## config.mk

```make
export PLATFORM = sky130hd
export DESIGN_NAME = count_smaller_after_self_unit
export DESIGN_NICKNAME = d
export VERILOG_FILES = /design/src/hdl/csas_pkg.sv /design/src/hdl/count_smaller_after_self_unit.sv /design/src/hdl/csas_cmp.sv
export SDC_FILE = /design/constraint.sdc
export NUM_CORES = 2
export LEC_CHECK = 0
export BUFFER_PORTS_ARGS = -buffer_cell sky130_fd_sc_hd__buf_2
export CELL_PAD_IN_SITES_DETAIL_PLACEMENT = 0
export CELL_PAD_IN_SITES_GLOBAL_PLACEMENT = 1
export CORE_MARGIN = 2
export CORE_UTILIZATION = 50
export CTS_BUF_LIST = sky130_fd_sc_hd__clkbuf_4
export DETAILED_ROUTE_END_ITERATION = 7
export PLACE_DENSITY = 0.69
export SYNTH_ARGS = -nofsm -noshare
export SYNTH_HDL_FRONTEND = slang
export SYNTH_SLANG_ARGS = --single-unit
```

## constraint.sdc

```tcl
create_clock -name clk -period 10.8 [get_ports clk]
set_input_delay 1.62 -clock clk [delete_from_list [all_inputs] [get_ports clk]]
set_output_delay 1.62 -clock clk [all_outputs]
set_load 0.02 [all_outputs]
```

## src/hdl/csas_pkg.sv

```systemverilog
// ----------------------------------------------------------------------------
// csas_pkg
// Shared types and constants for the count-smaller-after-self block.
// ----------------------------------------------------------------------------
package csas_pkg;

    localparam int VALUE_W = 32;
    localparam int POS_W   = 6;
    localparam int COUNT_W = 6;

    // Counts saturate at the largest value the result field can carry.
    localparam logic [COUNT_W-1:0] COUNT_MAX = '1;

    typedef struct packed {
        logic signed [VALUE_W-1:0] value;
        logic                      last_item;
    } item_t;

    typedef struct packed {
        logic [POS_W-1:0]   position;
        logic [COUNT_W-1:0] smaller_after;
        logic               last_result;
        logic               overflowed;
    } result_t;

    typedef enum logic [2:0] {
        ST_IDLE,
        ST_SCAN,
        ST_DRAIN,
        ST_EMIT_RD,
        ST_EMIT_LD,
        ST_EMIT_WAIT
    } state_t;

endpackage

```

## src/hdl/count_smaller_after_self_unit.sv

```systemverilog
// ----------------------------------------------------------------------------
// count_smaller_after_self_unit
// Counts, for every element of a sequence, the later elements that are
// strictly smaller, and reports all counts when the sequence ends.
// ----------------------------------------------------------------------------
// Input beats arrive on item_valid/item_ready and carry one signed value and
// a last_item mark. Result beats leave on result_valid/result_ready, one per
// stored element, in position order, with last_result on the final one.
// When an element is stored, one compare unit walks all earlier entries,
// one entry per cycle, then a drain step; no further input is taken until
// the walk is done (there is no walk when the store is empty or full).
// The walk is set by the single read port of the value and count memories.
// On a beat marked last_item the block then emits one result per stored
// entry; each result passes through memory read, output load and hand-
// over, then waits while the receiver holds result_ready low. While the
// receiver stalls the result beat is held unchanged and no input is taken.
// Elements arriving once MAX_ITEMS are stored are dropped, and every result
// of that sequence carries overflowed. After the final result the store is
// empty again. Reset empties the store and clears the overflow flag; the
// memories themselves are not cleared, only entries below the fill level
// are ever read.
// ----------------------------------------------------------------------------
module count_smaller_after_self_unit
    import csas_pkg::*;
#(
    parameter int MAX_ITEMS = 64
)
(
    input  logic    clk,
    input  logic    rst_n,
    input  logic    item_valid,
    output logic    item_ready,
    input  item_t   item,
    output logic    result_valid,
    input  logic    result_ready,
    output result_t result
);

    localparam int IDX_W  = (MAX_ITEMS > 1) ? $clog2(MAX_ITEMS) : 1;
    localparam int FILL_W = $clog2(MAX_ITEMS + 1);
    localparam logic [FILL_W-1:0] FILL_FULL = FILL_W'(MAX_ITEMS);

    // Storage: one entry per element of the current sequence.
    logic signed [VALUE_W-1:0] value_mem [MAX_ITEMS];
    logic        [COUNT_W-1:0] count_mem [MAX_ITEMS];

    state_t state_reg, state_next;

    logic [FILL_W-1:0]         fill_reg, fill_next;
    logic                      dropped_reg, dropped_next;
    logic                      last_pend_reg, last_pend_next;
    logic [IDX_W-1:0]          scan_idx_reg, scan_idx_next;
    logic [IDX_W-1:0]          scan_last_reg;
    logic [IDX_W-1:0]          emit_idx_reg, emit_idx_next;
    logic signed [VALUE_W-1:0] key_reg;
    logic                      cmp_vld_reg;
    logic [IDX_W-1:0]          cmp_idx_reg;
    logic signed [VALUE_W-1:0] value_rd_reg;
    logic [COUNT_W-1:0]        count_rd_reg;
    logic                      result_valid_reg, result_valid_next;
    result_t                   result_reg;

    // Control strobes decoded from the state.
    logic accept;
    logic scan_issue;
    logic emit_rd;
    logic emit_ld;
    logic emit_take;

    logic             full;
    logic [IDX_W-1:0] emit_last;
    logic             emit_is_last;

    logic             cnt_we;
    logic [IDX_W-1:0] cnt_waddr;
    logic [COUNT_W-1:0] cnt_wdata;
    logic [IDX_W-1:0] cnt_raddr;
    logic [COUNT_W-1:0] cmp_count;

    assign full         = fill_reg == FILL_FULL;
    assign emit_last    = IDX_W'(fill_reg - FILL_W'(1));
    assign emit_is_last = emit_idx_reg == emit_last;

    // ------------------------------------------------------------------
    // Sequencer
    // ------------------------------------------------------------------
    always_ff @(posedge clk or negedge rst_n)
    begin
        if (!rst_n)
        begin
            state_reg <= ST_IDLE;
        end
        else
        begin
            state_reg <= state_next;
        end
    end

    always_comb
    begin
        state_next = state_reg;
        case (state_reg)
            ST_IDLE:
            begin
                if (item_valid)
                begin
                    // A stored element with predecessors needs a walk over them.
                    if (!full && (fill_reg != '0))
                    begin
                        state_next = ST_SCAN;
                    end
                    else if (item.last_item)
                    begin
                        state_next = ST_EMIT_RD;
                    end
                end
            end
            ST_SCAN:
            begin
                if (scan_idx_reg == scan_last_reg)
                begin
                    state_next = ST_DRAIN;
                end
            end
            ST_DRAIN:
            begin
                state_next = last_pend_reg ? ST_EMIT_RD : ST_IDLE;
            end
            ST_EMIT_RD:
            begin
                state_next = ST_EMIT_LD;
            end
            ST_EMIT_LD:
            begin
                state_next = ST_EMIT_WAIT;
            end
            ST_EMIT_WAIT:
            begin
                if (result_ready)
                begin
                    state_next = emit_is_last ? ST_IDLE : ST_EMIT_RD;
                end
            end
            default:
            begin
                state_next = ST_IDLE;
            end
        endcase
    end

    always_comb
    begin
        item_ready = state_reg == ST_IDLE;
        scan_issue = state_reg == ST_SCAN;
        emit_rd    = state_reg == ST_EMIT_RD;
        emit_ld    = state_reg == ST_EMIT_LD;
        emit_take  = (state_reg == ST_EMIT_WAIT) && result_ready;
        accept     = item_valid && item_ready;
    end

    // ------------------------------------------------------------------
    // Fill level, overflow flag and walk counters
    // ------------------------------------------------------------------
    always_comb
    begin
        fill_next         = fill_reg;
        dropped_next      = dropped_reg;
        last_pend_next    = last_pend_reg;
        scan_idx_next     = scan_idx_reg;
        emit_idx_next     = emit_idx_reg;
        result_valid_next = result_valid_reg;

        if (accept)
        begin
            last_pend_next = item.last_item;
            scan_idx_next  = '0;
            emit_idx_next  = '0;
            if (full)
            begin
                dropped_next = 1'b1;
            end
            else
            begin
                fill_next = fill_reg + FILL_W'(1);
            end
        end

        if (scan_issue)
        begin
            scan_idx_next = scan_idx_reg + IDX_W'(1);
        end

        if (emit_ld)
        begin
            result_valid_next = 1'b1;
        end

        if (emit_take)
        begin
            result_valid_next = 1'b0;
            emit_idx_next     = emit_idx_reg + IDX_W'(1);
            // The final result closes the sequence.
            if (emit_is_last)
            begin
                fill_next    = '0;
                dropped_next = 1'b0;
            end
        end
    end

    always_ff @(posedge clk or negedge rst_n)
    begin
        if (!rst_n)
        begin
            fill_reg         <= '0;
            dropped_reg      <= 1'b0;
            last_pend_reg    <= 1'b0;
            scan_idx_reg     <= '0;
            emit_idx_reg     <= '0;
            cmp_vld_reg      <= 1'b0;
            result_valid_reg <= 1'b0;
        end
        else
        begin
            fill_reg         <= fill_next;
            dropped_reg      <= dropped_next;
            last_pend_reg    <= last_pend_next;
            scan_idx_reg     <= scan_idx_next;
            emit_idx_reg     <= emit_idx_next;
            cmp_vld_reg      <= scan_issue;
            result_valid_reg <= result_valid_next;
        end
    end

    // Payload registers: no reset needed.
    always_ff @(posedge clk)
    begin
        cmp_idx_reg <= scan_idx_reg;
        if (accept)
        begin
            key_reg       <= item.value;
            scan_last_reg <= fill_reg[IDX_W-1:0] - IDX_W'(1);
        end
        if (emit_ld)
        begin
            result_reg.position      <= POS_W'(emit_idx_reg);
            result_reg.smaller_after <= count_rd_reg;
            result_reg.last_result   <= emit_is_last;
            result_reg.overflowed    <= dropped_reg;
        end
    end

    // ------------------------------------------------------------------
    // Memories: one write port and one registered read port each.
    // The new element is written on acceptance; the walk covers only the
    // entries stored before it, so the two writers never meet.
    // ------------------------------------------------------------------
    assign cnt_we    = (accept && !full) || cmp_vld_reg;
    assign cnt_waddr = cmp_vld_reg ? cmp_idx_reg : fill_reg[IDX_W-1:0];
    assign cnt_wdata = cmp_vld_reg ? cmp_count : '0;
    assign cnt_raddr = emit_rd ? emit_idx_reg : scan_idx_reg;

    always_ff @(posedge clk)
    begin
        if (accept && !full)
        begin
            value_mem[fill_reg[IDX_W-1:0]] <= item.value;
        end
        value_rd_reg <= value_mem[scan_idx_reg];
    end

    always_ff @(posedge clk)
    begin
        if (cnt_we)
        begin
            count_mem[cnt_waddr] <= cnt_wdata;
        end
        count_rd_reg <= count_mem[cnt_raddr];
    end

    // One compare unit, fed one stored entry per cycle during the walk.
    csas_cmp u_cmp
    (
        .stored_value (value_rd_reg),
        .stored_count (count_rd_reg),
        .key          (key_reg),
        .count_out    (cmp_count)
    );

    assign result_valid = result_valid_reg;
    assign result       = result_reg;

endmodule

```

## src/hdl/csas_cmp.sv

```systemverilog
// ----------------------------------------------------------------------------
// csas_cmp
// Shared compare-and-increment unit, applied to one stored entry per cycle.
// ----------------------------------------------------------------------------
module csas_cmp
    import csas_pkg::*;
(
    input  logic signed [VALUE_W-1:0] stored_value,
    input  logic        [COUNT_W-1:0] stored_count,
    input  logic signed [VALUE_W-1:0] key,
    output logic        [COUNT_W-1:0] count_out
);

    logic greater;

    // The stored entry gains one when the new value is strictly below it.
    assign greater = stored_value > key;

    always_comb
    begin
        if (greater && (stored_count != COUNT_MAX))
        begin
            count_out = stored_count + COUNT_W'(1);
        end
        else
        begin
            count_out = stored_count;
        end
    end

endmodule

```

# Yosys cells after proc, flatten, opt, wreduce, memory -nomap -nowiden

Memories as Yosys holds them, arrays and structs flattened. A register that Yosys moved wholly into a read port is not among the register bits.
Index checks and enable logic that the tools add are counted.
Widths: inputs -> output; s select.

Equality and inequality tests: 13
$lt $le $gt $ge: 1
Mux-type cells: 29
Reduce and logical (&&, ||, !) cells: 13
Add/sub/neg operators: 6

Operators by type and width:

| kind                | count |
|---|---|
| $mux 6              | 7 |
| $gt 32x32->1        | 1 |
| $mux 7              | 4 |
| $add 6x1->6 const B | 3 |
| $pmux 3 s6          | 1 |
| $mux 3              | 5 |
| $eq 6x6->1          | 2 |
| $sub 6x1->6 const B | 2 |
| $mux 1              | 10 |
| $add 7x1->7 const B | 1 |
| $eq 7x7->1 const B  | 1 |
| $reduce_bool 7->1   | 1 |
| $eq 3x2->1 const B  | 2 |
| $eq 3x3->1 const B  | 2 |
| $ne 6x6->1 const B  | 1 |
| $reduce_bool 2->1   | 3 |
| $logic_and 1x1->1   | 5 |
| $mux 2              | 2 |
| $ne 2x2->1 const B  | 2 |
| $reduce_and 4->1    | 1 |
| $eq 3x1->1 const B  | 1 |
| $logic_not 3->1     | 1 |
| $ne 3x1->1 const B  | 1 |
| $ne 2x1->1 const B  | 1 |
| other kinds (2)     | 2 |

Memories: 2
Logic and storage cells: 79
Flip-flop bits (word level): 84
Memory bits (writable): 2432
Output and inout bits: 16
Input port bits: 37

Memories:

| name      | depth | width | read ports | clocked after Yosys merged registers in | write ports | line                                | source |
|---|---|---|---|---|---|---|---|
| value_mem | 64    | 32    | 1          | 1                                       | 1           | count_smaller_after_self_unit.sv:44 | `logic signed [VALUE_W-1:0] value_mem [MAX_ITEMS];` |
| count_mem | 64    | 6     | 1          | 1                                       | 1           | count_smaller_after_self_unit.sv:45 | `logic [COUNT_W-1:0] count_mem [MAX_ITEMS];` |

# Logic depth before layout (Yosys ltp)

Depth after elaboration: 6
Gate-level depth with buffers: 11
Gate-level depth less buffers: 9

# Cells and area by module

From an unflattened synthesis, not the netlist that was laid out.

Cell total of the unflattened synthesis: 4506
Area, all modules: 98698.4 um^2

By module, submodules not included:

| module                        | cells each | instances | area an instance (um^2) |
|---|---|---|---|
| count_smaller_after_self_unit | 4371       | 1         | 97706.2 |
| csas_cmp                      | 135        | 1         | 992.2 |

# Least setup slack after synthesis

No wires, ideal clock.

Path type: input -> register
Start point: in item_valid
End point: mem value_mem[59][0] (enable)
Arrival: 4.417 ns
Library setup time: 0.421 ns
Slack: 5.961 ns
Required time: 10.379 ns
Stages on the path: 6
Path through: nand2_1 -> inv_2 -> nand2_1 -> nor2_1 -> nand3_1 -> nor2_1

Longest elaborated chain between the ends: 4

RTL lines:

| element                      | line                                 | source |
|---|---|---|
| start, declared              | count_smaller_after_self_unit.sv:31  | `input logic item_valid,` |
| $logic_and 1x1->1            | count_smaller_after_self_unit.sv:158 | `accept = item_valid && item_ready;` |
| named net accept             | count_smaller_after_self_unit.sv:64  | `logic accept;` |
| $logic_and 1x1->1            | count_smaller_after_self_unit.sv:265 | `if (accept && !full)` |
| $mux 1                       | count_smaller_after_self_unit.sv:265 |  |
| $mux 1 (implied by the code) | count_smaller_after_self_unit.sv:267 | `value_mem[fill_reg[IDX_W-1:0]] <= item.value;` |
| end, declared                | count_smaller_after_self_unit.sv:44  |  |

The timed path passes the listed nets, and every way through them passes these cells.

==> metrics.md <==
| Metric | Value |
|---|---|
| Routed vias | `around 48,000` |
| Routed Wire Length | `229,000 um` |
| Final setup fails | `0` |
| CTS tree | `done` |
| Post-CTS Hold Fix Bufs | `0` |
| Num rows | `approximately 160` |
| Maxcap violations | `0` |
| Final Power | `0.0258 W` |
| Reg2reg start | `scan_idx_reg[0]` |
| Worst-case register-to-register setup slack | `5930 ps` |
| DP Wirelength | `between 100,000 and 150,000 um` |
| Die X | `447 um` |
| Reg area | `76,100 sq um` |
| Max reg flops | `between 2,000 and 2,500` |
| Synth Instances | `about 4,600` |
| Crit start category | `flop` |
| Die footprint | `roughly 200,000 sq um` |
| Final ANT Viol Nets | `0` |
| Final cell area excluding filler cells | `roughly 110,000 sq um` |
| Least-Margin Pin Slew | `around 1300 ps` |
| Maximum clock path buffer count | `4` |
| Slew Limit Fails | `0` |
| Grt peak-use layer | `met2` |
| R2R depth | `6` |
| Core area | `195,000 sq um` |
| Reg-to-Reg End | `value_rd_reg[5]` |
| Endpoints failing hold | `0` |
| Post-synth EDFFs | `roughly 2,500` |
| Clk root buf | `clkbuf_4` |
| DR WL/cell | `27.5 um` |
| Synthesized net count | `4,704` |
| Mean Syn Cell Area | `roughly 21 sq um` |
| Nets@finish | `5,296` |
| First-pass GRT wire length | `about 330,000 um` |
| Layout cells sized above 1 | `roughly a third` |
| Seq/Total Area, Yosys | `around 78%` |
| Distinct cell type count after synthesis | `between 50 and 60` |
| Pleak | `approximately 35 nW` |
| Port bufs | `between 50 and 60` |
| Worst path arrival time | `6130 ps` |
| Vias/cell | `5.81` |
| Synthesized area | `between 90,000 and 100,000 sq um` |
| DR DRC count | `0` |
| CTS H-tree depth | `6` |
| DRT iter0 DRCs | `roughly 4,500` |
| Final Cycle Share | `45.1%` |
| Met1 Track Usage GR | `31.4%` |
| CP required | `about 12,000 ps` |
| RSZ-0062 raised after global routing | `false` |
| Endpoint class of the critical path | `flop` |
| Multi-input logic area | `roughly 21,000 sq um` |
| Crit path max fanout | `93` |
| Placed Area | `~100,000 sq um` |
| Initial core utilization | `about half` |
| Reg clk slew, reported paths | `70 ps` |
| Hold slack | `~250 ps` |
| Flop and latch count out of synthesis | `~2,600` |
| Setup bufs post-CTS | `0` |
| Max frequency | `205 MHz` |
| Vias in the first global route | `~50,000` |
| Met2 GRT Util | `37.6%` |
| Clk_lat worst skew | `between 1000 and 1500 ps` |
| Clk sinks | `roughly 2,600` |
| Fill cells | `between 10,000 and 15,000` |
| Worst slew margin | `15.2%` |
| GP Congestion | `between 0.7 and 0.8` |
| TritonRoute pass-1 iters | `5` |
| Met3 usage | `5.95%` |
| Clock Skew | `around 110 ps` |
| Min Tclk post-route | `between 4000 and 5000 ps` |
| # IOs | `53` |
| Main flop type after synthesis | `edfxtp_1` |
| Critical path class | `flop to flop` |
| Overall routing resource usage | `between 20% and 30%` |
| Gr ovfl total | `0` |
| Setup TNS | `0 ps` |
| Ys async rst share | `around 1.0%` |
| Number of buffers created by CTS | `approximately 660` |
| HP Class | `input port to async pin` |
| Status | `complete, no violations` |
| Ys Warns | `0` |
| Synthesis-to-finish area growth | `12.3%` |
| Initial antenna violation count | `30` |
| Die height | `about 450 um` |
| Peak supply drop | `381 uV` |
| Core utilization of the finished layout | `a little under three fifths` |
| Cell Pwr Density | `235 nW/um^2` |
| Largest net degree at the start of global routing | `a little under 200` |
| Post-CTS sizing | `0` |
==> per-layer routing <==
layer	share of wire, %	wire length (um)	vias to the layer above
met4	2.0	4470	12
li1	-	-	20700
met3	7.7	17600	319
met2	50	114000	1812
met5	0.028	63	-
met1	40	92500	25500
==> cell families (layout without fill, tap and decap cells) <==
family | count (synthesis) | after routing | synth area share, %
multiplexers | 694 | 694 | 15.7
buffers and inverters | 281 | 1328 | 1.25
XOR/XNOR | 21 | 21 | 0.203
AO/OA/AOI/OAI | 88 | 88 | 0.545
AND/OR/NAND/NOR | 955 | 955 | 4.27
flip-flops | 2554 | 2554 | 77.6
other | 0 | 10 | 0
adder cells (fa/ha/maj) | 37 | 37 | 0.472
==> through the flow <==
| step | instances | worst slack [ps] |
|---|---|---|
| after floorplan | 4630 | 5960 |
| after global placement | 7182 | 5820 |
| after detailed placement | 7182 | 5750 |
| after CTS | 8301 | 5810 |
| after global routing | 8305 | 5520 |
| final | 8311 | 5930 |
==> area by class of cell <==
cell class                      instances  area share, %
Clock inverter                        157          0.721
Clock buffer                          962           6.56
Sequential cell                      2554           69.1
Antenna cell                           10         0.0227
Inverter                               45          0.153
Tap cell                             2624           2.98
Multi-Input combinational cell       1795           19.4
Timing Repair Buffer                  164           1.06
==> layout by cell type (no fill, tap or decap), types with 9 or more instances in the layout <==
cell	n
clkinv_1	111
inv_1	44
xnor2_1	10
diode_2	10
dfxtp_1	44
mux4_2	672
xor2_1	10
dfrtp_1	20
nor2_4	65
nand4_1	65
o21ai_0	26
nand2_1	466
buf_4	107
inv_2	17
o22ai_1	24
mux2i_1	9
edfxtp_1	2484
nor2_1	90
nand3_1	214
ha_1	37
buf_2	52
clkinv_2	18
clkbuf_4	962
nand2b_1	12
a21oi_1	16
==> worst max path at each step <==
stage	startpoint	end	slack, ps	cells past startpoint
3_3_place_gp	item_valid	value_mem[39][6]	5820	7
5_1_grt	scan_idx_reg[0]	value_rd_reg[5]	5520	6
4_1_cts	scan_idx_reg[0]	value_rd_reg[5]	5810	6
6_report	scan_idx_reg[0]	value_rd_reg[5]	5930	6
2_1_floorplan	item_valid	value_mem[59][0]	5960	6
3_5_place_dp	item_valid	value_mem[39][6]	5750	7
==> where the power goes <==
group	internal [W]	switching (W)
Sequential	0.0114	0.000308
Combinational	0.00266	0.00350
Clock	0.00421	0.00376
==> critical path: stages, from the launching register on <==
cell     delay, ps
dfrtp_4        900
buf_12         520
buf_4          690
buf_4          650
mux4_2         590
mux4_2         560
mux4_2         470
==> cell usage after synthesis (5+ instances only) <==
cell	n	area, sq um
xor2_1	10	87.6
nand4_1	65	407
nand2_1	466	1750
inv_1	44	165
o21ai_0	26	130
xnor2_1	10	87.6
mux2_2	6	67.6
buf_6	7	78.8
a21oi_1	16	80.1
or4_1	6	45.0
ha_1	37	463
buf_2	74	370
clkbuf_1	120	450
buf_4	8	60.1
buf_1	27	101
dfrtp_1	26	651
mux2i_1	16	160
nor2_1	155	582
nand2b_1	12	75.1
mux4_2	672	15100
dfxtp_1	44	881
nand3b_1	7	52.6
edfxtp_1	2484	74600
and3_1	6	37.5
nand3_1	214	1070
nor3_1	5	25.0
o22ai_1	24	150
No activity file was read; power rests on OpenSTA's default activity.
